File: src/hdl/sorted_sparse_array_store_top_assert.svh
// ----------------------------------------------------------------------------
// Assertion macros for the sorted sparse array store
// Shorthand for concurrent checks clocked on clk, with and without reset gating.
// ----------------------------------------------------------------------------
`ifndef SORTED_SPARSE_ARRAY_STORE_TOP_ASSERT_SVH
`define SORTED_SPARSE_ARRAY_STORE_TOP_ASSERT_SVH

// Check gated off while reset is asserted
`define SSAS_ASSERT(lbl, prop, msg) \
    lbl: assert property (@(posedge clk) disable iff (!rst_n) prop) else $error(msg);

// Check that holds on every edge, reset included
`define SSAS_ASSERT_ALWAYS(lbl, prop, msg) \
    lbl: assert property (@(posedge clk) prop) else $error(msg);

`endif

File: src/hdl/ssas_pkg.sv
// ----------------------------------------------------------------------------
// ssas_pkg
// Constants, op codes and sequencer states of the sorted sparse array store.
// ----------------------------------------------------------------------------
package ssas_pkg;

    // Array geometry
    localparam int ENTRIES = 32;
    localparam int ADDR_W  = $clog2(ENTRIES);
    localparam int IDX_W   = 5;
    localparam int LINK_W  = 6;
    localparam int VAL_W   = 32;

    // Link code for "no successor" / empty head
    localparam logic [LINK_W-1:0] LINK_NONE = '1;
    // -1.0 in Q16.16
    localparam logic [VAL_W-1:0]  MINUS_ONE = 32'hFFFF_0000;

    // Request op codes
    localparam logic [1:0] OP_WRITE = 2'd0;
    localparam logic [1:0] OP_READ  = 2'd1;
    localparam logic [1:0] OP_LIST  = 2'd2;

    // Sequencer states
    typedef enum logic [3:0] {
        ST_IDLE,
        ST_START,
        ST_WALK_RD,
        ST_WALK_CHK,
        ST_LINK2,
        ST_VAL,
        ST_VAL_OUT,
        ST_EMPTY,
        ST_LST_RD,
        ST_LST_OUT
    } state_t;

    // True when a link names a real slot
    function automatic logic is_slot(input logic [LINK_W-1:0] p);
        is_slot = (p < LINK_W'(ENTRIES));
    endfunction

endpackage

File: src/hdl/sorted_sparse_array_store_top.sv
// ----------------------------------------------------------------------------
// sorted_sparse_array_store_top
// Sparse array whose touched slots form an ascending linked list in memory.
// ----------------------------------------------------------------------------
// Usage:
//   Request channel (req_valid/req_stall): op, index, wr_value. op 0 writes
//   wr_value to a slot, op 1 reads a slot, op 2 lists every touched slot in
//   ascending order. Write and read first link the slot into the list.
//   Result channel (res_valid/res_stall): out_index, out_value, last,
//   empty_res. A write gives no beat, a read one beat, a list one beat per
//   linked slot (last on the final one), or one empty_res beat.
//   One request is handled at a time; req_stall is high while it runs.
//   A write or read goes from START to VAL, the read then to VAL_OUT; a list
//   alternates LST_RD and LST_OUT per slot emitted. A slot above the head
//   first walks the next links from the head, and a slot not yet linked is
//   then spliced in (at most ENTRIES reads per walk).
//   Results sit in an output register; a stalled receiver holds the beat and
//   the sequencer waits before producing the next one.
//   Reset: asynchronous, clears the head and the per-entry valid bits, so all
//   slots read as -1.0 with no links at once; no clearing pass is needed.
// ----------------------------------------------------------------------------
module sorted_sparse_array_store_top
(
    input  logic                              clk,
    input  logic                              rst_n,
    input  logic                              req_valid,
    output logic                              req_stall,
    input  logic [1:0]                        op,
    input  logic [ssas_pkg::IDX_W-1:0]        index,
    input  logic signed [ssas_pkg::VAL_W-1:0] wr_value,
    output logic                              res_valid,
    input  logic                              res_stall,
    output logic [ssas_pkg::IDX_W-1:0]        out_index,
    output logic signed [ssas_pkg::VAL_W-1:0] out_value,
    output logic                              last,
    output logic                              empty_res
);

    localparam int AW = ssas_pkg::ADDR_W;
    localparam int LW = ssas_pkg::LINK_W;
    localparam int VW = ssas_pkg::VAL_W;
    localparam int IW = ssas_pkg::IDX_W;
    localparam int NE = ssas_pkg::ENTRIES;

    // Sequencer and request registers
    ssas_pkg::state_t state_reg, state_next;
    logic [1:0]       op_reg, op_next;
    logic [IW-1:0]    idx_reg, idx_next;
    logic [VW-1:0]    val_reg, val_next;
    logic [LW-1:0]    head_reg, head_next;
    logic [LW-1:0]    cur_reg, cur_next;
    logic             oor_reg, oor_next;

    // Output register
    logic             res_valid_reg, res_valid_next;
    logic [IW-1:0]    res_index_reg, res_index_next;
    logic [VW-1:0]    res_value_reg, res_value_next;
    logic             res_last_reg, res_last_next;
    logic             res_empty_reg, res_empty_next;

    // Memories and their valid bits
    logic [LW-1:0]    link_mem [NE];
    logic [VW-1:0]    val_mem  [NE];
    logic [NE-1:0]    link_vld_reg;
    logic [NE-1:0]    val_vld_reg;
    logic [LW-1:0]    link_rd_reg;
    logic             link_rv_reg;
    logic [VW-1:0]    val_rd_reg;
    logic             val_rv_reg;

    // Memory port controls
    logic             link_we, link_re, val_we, val_re;
    logic [AW-1:0]    link_waddr, link_raddr, val_addr;
    logic [LW-1:0]    link_wdata;

    // Derived values
    logic [LW-1:0]    s_link;
    logic [LW-1:0]    nx;
    logic [VW-1:0]    rd_value;
    logic             out_free;
    logic             s_ok;

    // State flags for the checks
    logic             walk_chk, list_out, in_walk, in_list;
    logic             head_ok, cur_ok, nx_slot;

    assign s_link   = {1'b0, idx_reg};
    assign s_ok     = ssas_pkg::is_slot(s_link);
    assign nx       = link_rv_reg ? link_rd_reg : ssas_pkg::LINK_NONE;
    assign rd_value = val_rv_reg ? val_rd_reg : ssas_pkg::MINUS_ONE;
    assign out_free = !res_valid_reg || !res_stall;

    // Next state
    always_comb
    begin
        state_next = state_reg;
        unique case (state_reg)
            ssas_pkg::ST_IDLE:
            begin
                if (req_valid)
                begin
                    state_next = ssas_pkg::ST_START;
                end
            end
            ssas_pkg::ST_START:
            begin
                if (op_reg == ssas_pkg::OP_WRITE || op_reg == ssas_pkg::OP_READ)
                begin
                    if (!s_ok)
                    begin
                        state_next = (op_reg == ssas_pkg::OP_READ) ?
                                     ssas_pkg::ST_VAL_OUT : ssas_pkg::ST_IDLE;
                    end
                    else if (!ssas_pkg::is_slot(head_reg) || s_link <= head_reg)
                    begin
                        state_next = ssas_pkg::ST_VAL;
                    end
                    else
                    begin
                        state_next = ssas_pkg::ST_WALK_RD;
                    end
                end
                else if (op_reg == ssas_pkg::OP_LIST)
                begin
                    state_next = ssas_pkg::is_slot(head_reg) ?
                                 ssas_pkg::ST_LST_RD : ssas_pkg::ST_EMPTY;
                end
                else
                begin
                    state_next = ssas_pkg::ST_IDLE;
                end
            end
            ssas_pkg::ST_WALK_RD:
            begin
                state_next = ssas_pkg::ST_WALK_CHK;
            end
            ssas_pkg::ST_WALK_CHK:
            begin
                if (ssas_pkg::is_slot(nx) && nx < s_link)
                begin
                    state_next = ssas_pkg::ST_WALK_RD;
                end
                else if (nx == s_link)
                begin
                    state_next = ssas_pkg::ST_VAL;
                end
                else
                begin
                    state_next = ssas_pkg::ST_LINK2;
                end
            end
            ssas_pkg::ST_LINK2:
            begin
                state_next = ssas_pkg::ST_VAL;
            end
            ssas_pkg::ST_VAL:
            begin
                state_next = (op_reg == ssas_pkg::OP_READ) ?
                             ssas_pkg::ST_VAL_OUT : ssas_pkg::ST_IDLE;
            end
            ssas_pkg::ST_VAL_OUT,
            ssas_pkg::ST_EMPTY:
            begin
                if (out_free)
                begin
                    state_next = ssas_pkg::ST_IDLE;
                end
            end
            ssas_pkg::ST_LST_RD:
            begin
                state_next = ssas_pkg::ST_LST_OUT;
            end
            ssas_pkg::ST_LST_OUT:
            begin
                if (out_free)
                begin
                    state_next = ssas_pkg::is_slot(nx) ?
                                 ssas_pkg::ST_LST_RD : ssas_pkg::ST_IDLE;
                end
            end
            default:
            begin
                state_next = ssas_pkg::ST_IDLE;
            end
        endcase
    end

    // Datapath, memory controls and result beats
    always_comb
    begin
        op_next        = op_reg;
        idx_next       = idx_reg;
        val_next       = val_reg;
        head_next      = head_reg;
        cur_next       = cur_reg;
        oor_next       = oor_reg;
        res_valid_next = res_valid_reg && res_stall;
        res_index_next = res_index_reg;
        res_value_next = res_value_reg;
        res_last_next  = res_last_reg;
        res_empty_next = res_empty_reg;
        link_we        = 1'b0;
        link_re        = 1'b0;
        val_we         = 1'b0;
        val_re         = 1'b0;
        link_waddr     = s_link[AW-1:0];
        link_wdata     = ssas_pkg::LINK_NONE;
        link_raddr     = cur_reg[AW-1:0];
        val_addr       = s_link[AW-1:0];
        req_stall      = (state_reg != ssas_pkg::ST_IDLE);

        unique case (state_reg)
            ssas_pkg::ST_IDLE:
            begin
                if (req_valid)
                begin
                    op_next  = op;
                    idx_next = index;
                    val_next = wr_value;
                end
            end
            ssas_pkg::ST_START:
            begin
                oor_next = !s_ok;
                cur_next = head_reg;
                if ((op_reg == ssas_pkg::OP_WRITE || op_reg == ssas_pkg::OP_READ) && s_ok)
                begin
                    // empty list: slot becomes the only entry
                    if (!ssas_pkg::is_slot(head_reg))
                    begin
                        head_next  = s_link;
                        link_we    = 1'b1;
                        link_wdata = ssas_pkg::LINK_NONE;
                    end
                    // below the head: slot becomes the new head
                    else if (s_link < head_reg)
                    begin
                        head_next  = s_link;
                        link_we    = 1'b1;
                        link_wdata = head_reg;
                    end
                end
            end
            ssas_pkg::ST_WALK_RD:
            begin
                link_re = 1'b1;
            end
            ssas_pkg::ST_WALK_CHK:
            begin
                if (ssas_pkg::is_slot(nx) && nx < s_link)
                begin
                    cur_next = nx;
                end
                else if (nx != s_link)
                begin
                    // new slot takes over the successor of cur
                    link_we    = 1'b1;
                    link_wdata = nx;
                end
            end
            ssas_pkg::ST_LINK2:
            begin
                link_we    = 1'b1;
                link_waddr = cur_reg[AW-1:0];
                link_wdata = s_link;
            end
            ssas_pkg::ST_VAL:
            begin
                val_we = (op_reg == ssas_pkg::OP_WRITE);
                val_re = (op_reg == ssas_pkg::OP_READ);
            end
            ssas_pkg::ST_VAL_OUT:
            begin
                if (out_free)
                begin
                    res_valid_next = 1'b1;
                    res_index_next = idx_reg;
                    res_value_next = oor_reg ? ssas_pkg::MINUS_ONE : rd_value;
                    res_last_next  = 1'b1;
                    res_empty_next = 1'b0;
                end
            end
            ssas_pkg::ST_EMPTY:
            begin
                if (out_free)
                begin
                    res_valid_next = 1'b1;
                    res_index_next = '0;
                    res_value_next = '0;
                    res_last_next  = 1'b1;
                    res_empty_next = 1'b1;
                end
            end
            ssas_pkg::ST_LST_RD:
            begin
                link_re  = 1'b1;
                val_re   = 1'b1;
                val_addr = cur_reg[AW-1:0];
            end
            ssas_pkg::ST_LST_OUT:
            begin
                if (out_free)
                begin
                    res_valid_next = 1'b1;
                    res_index_next = cur_reg[IW-1:0];
                    res_value_next = rd_value;
                    res_last_next  = !ssas_pkg::is_slot(nx);
                    res_empty_next = 1'b0;
                    cur_next       = nx;
                end
            end
            default:
            begin
            end
        endcase
    end

    // Control registers
    always_ff @(posedge clk or negedge rst_n)
    begin
        if (!rst_n)
        begin
            state_reg     <= ssas_pkg::ST_IDLE;
            head_reg      <= ssas_pkg::LINK_NONE;
            res_valid_reg <= 1'b0;
            link_vld_reg  <= '0;
            val_vld_reg   <= '0;
            link_rv_reg   <= 1'b0;
            val_rv_reg    <= 1'b0;
        end
        else
        begin
            state_reg     <= state_next;
            head_reg      <= head_next;
            res_valid_reg <= res_valid_next;
            if (link_we)
            begin
                link_vld_reg[link_waddr] <= 1'b1;
            end
            if (val_we)
            begin
                val_vld_reg[val_addr] <= 1'b1;
            end
            if (link_re)
            begin
                link_rv_reg <= link_vld_reg[link_raddr];
            end
            if (val_re)
            begin
                val_rv_reg <= val_vld_reg[val_addr];
            end
        end
    end

    // Payload registers
    always_ff @(posedge clk)
    begin
        op_reg        <= op_next;
        idx_reg       <= idx_next;
        val_reg       <= val_next;
        cur_reg       <= cur_next;
        oor_reg       <= oor_next;
        res_index_reg <= res_index_next;
        res_value_reg <= res_value_next;
        res_last_reg  <= res_last_next;
        res_empty_reg <= res_empty_next;
    end

    // Next-link memory, one write and one registered read port
    always_ff @(posedge clk)
    begin
        if (link_we)
        begin
            link_mem[link_waddr] <= link_wdata;
        end
        if (link_re)
        begin
            link_rd_reg <= link_mem[link_raddr];
        end
    end

    // Slot value memory, single port with registered read
    always_ff @(posedge clk)
    begin
        if (val_we)
        begin
            val_mem[val_addr] <= val_reg;
        end
        if (val_re)
        begin
            val_rd_reg <= val_mem[val_addr];
        end
    end

    assign res_valid = res_valid_reg;
    assign out_index = res_index_reg;
    assign out_value = res_value_reg;
    assign last      = res_last_reg;
    assign empty_res = res_empty_reg;

    // Flags used by the checks
    assign walk_chk = (state_reg == ssas_pkg::ST_WALK_CHK);
    assign list_out = (state_reg == ssas_pkg::ST_LST_OUT);
    assign in_walk  = walk_chk || (state_reg == ssas_pkg::ST_WALK_RD);
    assign in_list  = list_out || (state_reg == ssas_pkg::ST_LST_RD);
    assign head_ok  = ssas_pkg::is_slot(head_reg) || (head_reg == ssas_pkg::LINK_NONE);
    assign cur_ok   = ssas_pkg::is_slot(cur_reg);
    assign nx_slot  = ssas_pkg::is_slot(nx);

    // Assertions
    `include "sorted_sparse_array_store_top_assert.svh"

    `SSAS_ASSERT_ALWAYS(a_head_range, (!rst_n || head_ok), "head is neither none nor a slot")
    `SSAS_ASSERT(a_cur_slot, ((in_walk || in_list) |-> cur_ok), "walk cursor left the array")
    `SSAS_ASSERT(a_walk_below, (walk_chk |-> cur_reg < s_link), "walk passed the new slot")
    `SSAS_ASSERT(a_list_sorted, ((list_out && nx_slot) |-> nx > cur_reg), "list out of order")

endmodule

File: config.mk
export PLATFORM = sky130hd
export DESIGN_NAME = sorted_sparse_array_store_top
export DESIGN_NICKNAME = d
export VERILOG_FILES = /design/src/hdl/ssas_pkg.sv /design/src/hdl/sorted_sparse_array_store_top.sv
export VERILOG_INCLUDE_DIRS = /design/src /design/src/hdl
export SDC_FILE = /design/constraint.sdc
export NUM_CORES = 1
export LEC_CHECK = 0
export ABC_AREA = 0
export BUFFER_PORTS_ARGS = -buffer_cell sky130_fd_sc_hd__buf_2
export CORE_ASPECT_RATIO = 0.9
export CORE_MARGIN = 8
export CORE_UTILIZATION = 56
export DETAILED_ROUTE_END_ITERATION = 16
export PLACE_DENSITY = 0.75
export SETUP_SLACK_MARGIN = 0.2
export SLEW_MARGIN = 20
export SYNTH_ARGS = -nofsm -noshare
export SYNTH_HDL_FRONTEND = slang
export SYNTH_SLANG_ARGS = --single-unit
File: constraint.sdc
create_clock -name clk -period 4 [get_ports clk]
set_input_delay 0 -clock clk [delete_from_list [all_inputs] [get_ports clk]]
set_output_delay 0 -clock clk [all_outputs]
set_load 0.02 [all_outputs]
After elaboration in Yosys (flattened, before gate mapping)
Memory sizes are Yosys's and may differ from the RTL's. A register that Yosys moved wholly into a read port is not among the register bits.
Index checks and enable logic that the tools add are counted.

word-level totals
  register bits after elaboration = 161
  latch bits = 0
  RAM bits = 1216
  bits in read-only memories = 0
  bits of input ports = 43
  memories = 2

memory list
  memory    depth  width  read ports  clocked after Yosys merged registers in  wr ports  line                                 text
  val_mem   32     32     1           1                                        1         sorted_sparse_array_store_top.sv:63  logic [VW-1:0] val_mem [NE];
  link_mem  32     6      1           1                                        1         sorted_sparse_array_store_top.sv:62  logic [LW-1:0] link_mem [NE];

operators by class
  add/subtract/negate cells = 0
  multipliers = 0
  divide/modulo/power cells = 0
  $lt $le $gt $ge = 11
  equality and inequality tests = 21
  shift-type cells = 0
  mux-type cells = 65
  bitwise gates (word level) = 2
  reductions and logical operators = 31

operators by type and width
  operator                                                               count
  32-bit two-way mux                                                     5
  32-bit case mux with 3 select lines                                    1
  32-bit OR                                                              2
  6-bit two-way mux                                                      8
  4-bit case mux with 9 select lines                                     1
  5-bit two-way mux                                                      7
  5-bit case mux with 3 select lines                                     2
  4-bit two-way mux                                                      7
  5-bit by 6-bit < comparator with 1-bit output, second input constant   4
  1-bit two-way mux                                                      21
  6-bit case mux with 3 select lines                                     1
  4-bit by 3-bit equality test with 1-bit output, second input constant  4
  3-bit AND reduction                                                    5
  6-bit < comparator, second input constant                              2
  3-bit two-way mux                                                      4
  1-bit binary-select mux with 5-bit select                              2
  1-bit demux with 5-bit select                                          2
  5-bit by 1-bit >= comparator with 1-bit output, second input constant  2
  2-bit inequality test, second input constant                           5
  4-bit by 2-bit equality test with 1-bit output, second input constant  2
  4-bit equality test, second input constant                             2
  6-bit by 5-bit equality test with 1-bit output                         1
  5-bit by 6-bit <= comparator with 1-bit output                         1
  5-bit by 6-bit < comparator with 1-bit output                          1
  other kinds (20)                                                       38

Logic depth before layout (Yosys ltp)
  depth in word-level cells = 7
  depth in mapped cells = 11
  mapped depth without buffers = 10

Least setup slack after synthesis
No wires, ideal clock.

  path kind = reg-to-reg
  from = register state_reg[1]
  to = memory val_mem[12][0] (netlist name) (enable)
  setup time = 422 ps
  arrival = 3507 ps
  data required time = 3578 ps
  slack = 71 ps
  stages on the path, launching flop included = 9
  path buffers = 4
  period minus slack after synthesis = 3929 ps
  cells stage by stage = dfrtp_1 -> buf_2 -> nor4b_4 -> mux2i_1 -> clkbuf_1 -> clkbuf_1 -> clkbuf_1 -> nand2_1 -> nor2_1

on the way
  word-level cells in the longest chain between the ends = 4
  elaborated cells on any way between the ends = 6

RTL lines
  what                                            line                                  text
  from (decl)                                     sorted_sparse_array_store_top.sv:46   ssas_pkg::state_t state_reg, state_next;
  from (signal assigned)                          sorted_sparse_array_store_top.sv:323  state_reg <= ssas_pkg::ST_IDLE;
  from (signal assigned)                          sorted_sparse_array_store_top.sv:333  state_reg <= state_next;
  4-bit by 3-bit equality test with 1-bit output  sorted_sparse_array_store_top.sv:212  unique case (state_reg)
  1-bit two-way mux                               sorted_sparse_array_store_top.sv:212
  1-bit two-way mux                               sorted_sparse_array_store_top.sv:385  if (val_we)
  1-bit two-way mux (not written as such)         sorted_sparse_array_store_top.sv:387  val_mem[val_addr] <= val_reg;
  to (decl)                                       sorted_sparse_array_store_top.sv:63

Several ways; a longest one is shown, not always the timed one.

Worst setup path after layout
  from = register state_reg[1]
  to = register val_rd_reg[7], read port of val_mem, data pin

on the way
  word-level cells in the longest chain between the ends = 2
  elaborated cells on any way between the ends = 4

RTL lines
  what                                                                                   line                                  text
  4-bit equality test or 4-bit by 3-bit equality test with 1-bit output (tied branches)  sorted_sparse_array_store_top.sv:212
  1-bit case mux with 2 select lines or 5-bit two-way mux (tied branches)                sorted_sparse_array_store_top.sv:212
  to (decl)                                                                              sorted_sparse_array_store_top.sv:68   logic [VW-1:0] val_rd_reg;

Several ways; a longest one is shown, not always the timed one.
A chain may end at the register's enable or synchronous reset.

==> run metrics <==
status=complete, no violations; final setup fails=0; peak supply drop=around 420 uV; pwr/cell area=between 600 and 700 mW/mm^2; async set or reset register ratio after synthesis=under 10%; fin cells=between 4000 and 5000; I/O pin total=84; Worst slew margin=roughly a quarter; post-synthesis sequential area ratio=78.2%; Root Driver=clkbuf_16; die width=343 um; gr usage total=between 20% and 30%; max FFs per register=1024; final net count=between 2000 and 3000; first-pass detailed-route iteration total=5; Worst Path Max Fanout=40; Avg WL per Cell=32.6 um; Slew Viols, Final=0; crit-path max cell delay=610 ps; Avg Synthesized Cell Area=21.6 um^2; initial antenna violation count=1; Initial Utilization=56.1%; CTS Buf Count=136; LEAKAGE=between 0.02 and 0.025 uW; Biggest register=val_mem; Yosys top cell area share=about 75%; PostCTS Resize Cnt=0; pin count of the biggest net entering global routing=68; largest area contributor in the netlist=edfxtp_1; Max Cap Violations=0; Routability Congestion=0.879; Core Footprint=0.0958 mm^2; CTS max path bufs=3; Min-Delay Path Class=in -> reg; dominant cells by area after synthesis=edfxtp_1 75%, mux4_2 14%, dfrtp_1 3.3%, a22oi_1 1.9%, clkbuf_1 0.57%; DR vias=27734; Total Power=40000 uW; clock latency on the worst-skew pair=760 ps; Placed Area=roughly 0.057 mm^2; Worst Max-Slew Pin Slew=1120 ps; Die H=310 um; DP HPWL=73.4 mm; die outline area=roughly 0.11 mm^2; clk_skew=36.5 ps; Inst Count DP=3831; CTS tree=done; drt drc=0; FMAX=about 0.29 GHz; top post-synthesis cells by count=1337 x edfxtp_1, 328 x mux4_2, 134 x a22oi_1; largest registers=val_mem (1024), link_mem (192); final hold violations=0; Post-Syn Nets=approximately 2500; htree depth=4; library cells used by synthesis=53; Area Overhead vs Synth=15.5%; pre-CTS worst setup slack=~600 ps; post-layout instance area=~0.062 mm^2; ys flop type=edfxtp_1; Post-synth EDFFs=1337; ANT nets after route=0; worst setup margin=about 540 ps; synthesis warning total=0; initial DRC count=4526; cell chain of the critical path=nor4b_4 -> mux2i_4 -> buf_4 -> buf_12 -> mux4_2 -> a22oi_1 -> nand4_1; crit end category=register; Setup TNS Final=0 ps; Final period util=86.6%; Critical Path RT=roughly 4500 ps; post-layout min period=around 3500 ps; first-pass GRT wire length=195 mm; cell area after synthesis=~0.054 mm^2; Synth Register Bits=1414; CP Class=reg -> reg; postcts setup bufs=0; Worst EP arrival=slightly below 4000 ps; vias in the first global route=28032; layout cell share with drive strength beyond 1=28.5%; count leader, synth=edfxtp_1; RSZ-0062 raised after global routing=no; clock sinks=1414; hold buffer count at cts=just under 80; cells after synthesis=about 2500; crit path launch type=register; total grt overflow=0; Routed Wire Length=135 mm; crit path max-delay cell type=dfrtp_1; Clock transition at path regs=about 70 ps; Avg Vias per Cell=about 6.7; # port buffers=83; Site Rows=approximately 110
## where the power goes
group | leakage, uW | internal [uW] | switching, uW
Combinational | 0.00500 | 3460 | 4560
Clock | 0.00217 | 7520 | 5450
Sequential | 0.0130 | 18000 | 1050
Total | 0.0202 | 29000 | 11100
## metrics by stage
step           hold WS, ps  utilization (%)
2_1_floorplan         -296                -
3_3_place_gp           177             59.3
3_5_place_dp           178             59.3
4_1_cts               2.67             64.8
5_1_grt               4.18             64.8
6_report              31.3             64.8
## routing by layer
layer | global-route usage, % | wire length (um) | part of all wire [%]
met5 | 0 | 0 | 0
met4 | 8.55 | 4280 | 3.2
met3 | 7.00 | 16900 | 13
met2 | 39.8 | 63800 | 47
met1 | 35.5 | 50100 | 37
## layout by cell type (no fill, tap or decap), types with 5 or more instances in the layout
master / synthesis / routed
a31oi_1: 9 / 9
or2_2: 33 / 33
nand3_1: 10 / 10
dfstp_2: 6 / 6
clkinv_8: 0 / 5
or3_1: 7 / 7
nor2_1: 71 / 58
o21bai_1: 32 / 32
inv_1: 29 / 29
nor2_4: 0 / 13
buf_4: 0 / 90
mux2i_1: 7 / 6
nand2b_1: 12 / 12
ha_1: 10 / 10
nor3_1: 12 / 12
and3_1: 39 / 18
nand2_1: 65 / 65
o31ai_1: 13 / 11
and3_2: 0 / 20
a22oi_1: 134 / 134
dfrtp_1: 71 / 70
mux4_2: 328 / 328
dlygate4sd3_1: 0 / 76
a21oi_1: 34 / 33
edfxtp_1: 1337 / 1337
nand4_1: 34 / 34
buf_12: 0 / 38
a31o_2: 5 / 5
clkinvlp_4: 0 / 6
clkbuf_16: 0 / 141
clkinv_1: 1 / 20
buf_2: 38 / 82
bufinv_16: 0 / 15
clkbuf_1: 82 / 30
clkinv_2: 0 / 17
o21ai_0: 18 / 18
## cell type report
class	count	area (um^2)
Clock buffer	175	3700
Multi-Input combinational cell	913	11200
Sequential cell	1414	42100
Clock inverter	68	786
Timing Repair Buffer	286	2610
Tap cell	1265	1580
Fill cell	5971	33700
Antenna cell	1	2.50
Inverter	30	113
## path summary, 6_finish.rpt
| path | from | to | slack (ps) | cells after the start |
|---|---|---|---|---|
| setup / recovery | state_reg[1] | val_rd_reg[7] | 540 | 7 |
| hold / removal | wr_value[18] | val_reg[18] | 30 | 2 |
| setup reg to reg | state_reg[1] | val_rd_reg[7] | 540 | 7 |
| hold reg to reg | val_vld_reg[1] | val_vld_reg[1] | 470 | 1 |
| max in group asynchronous | rst_n | link_vld_reg[27] | 2990 | 4 |
| min in group asynchronous | rst_n | link_rv_reg | 400 | 3 |
## critical path, delay by kind of cell (launching register included)
family          cells  cell delay (ps)
compound gates      1              250
simple gates        2              650
buf+inv             2              570
mux                 2             1050
flops               1              610
## cell families after synthesis
family	count (synthesis)	share of synthesized area, %
DFF	1414	78.2
muxes	340	14.0
and+or+nand+nor	294	2.79
AOI/OAI and AO/OA	268	3.51
buffers and inverters	166	1.25
adders and majority gates	10	0.233
xor gates and xnor gates	1	0.0163
No activity file was read; power rests on OpenSTA's default activity.
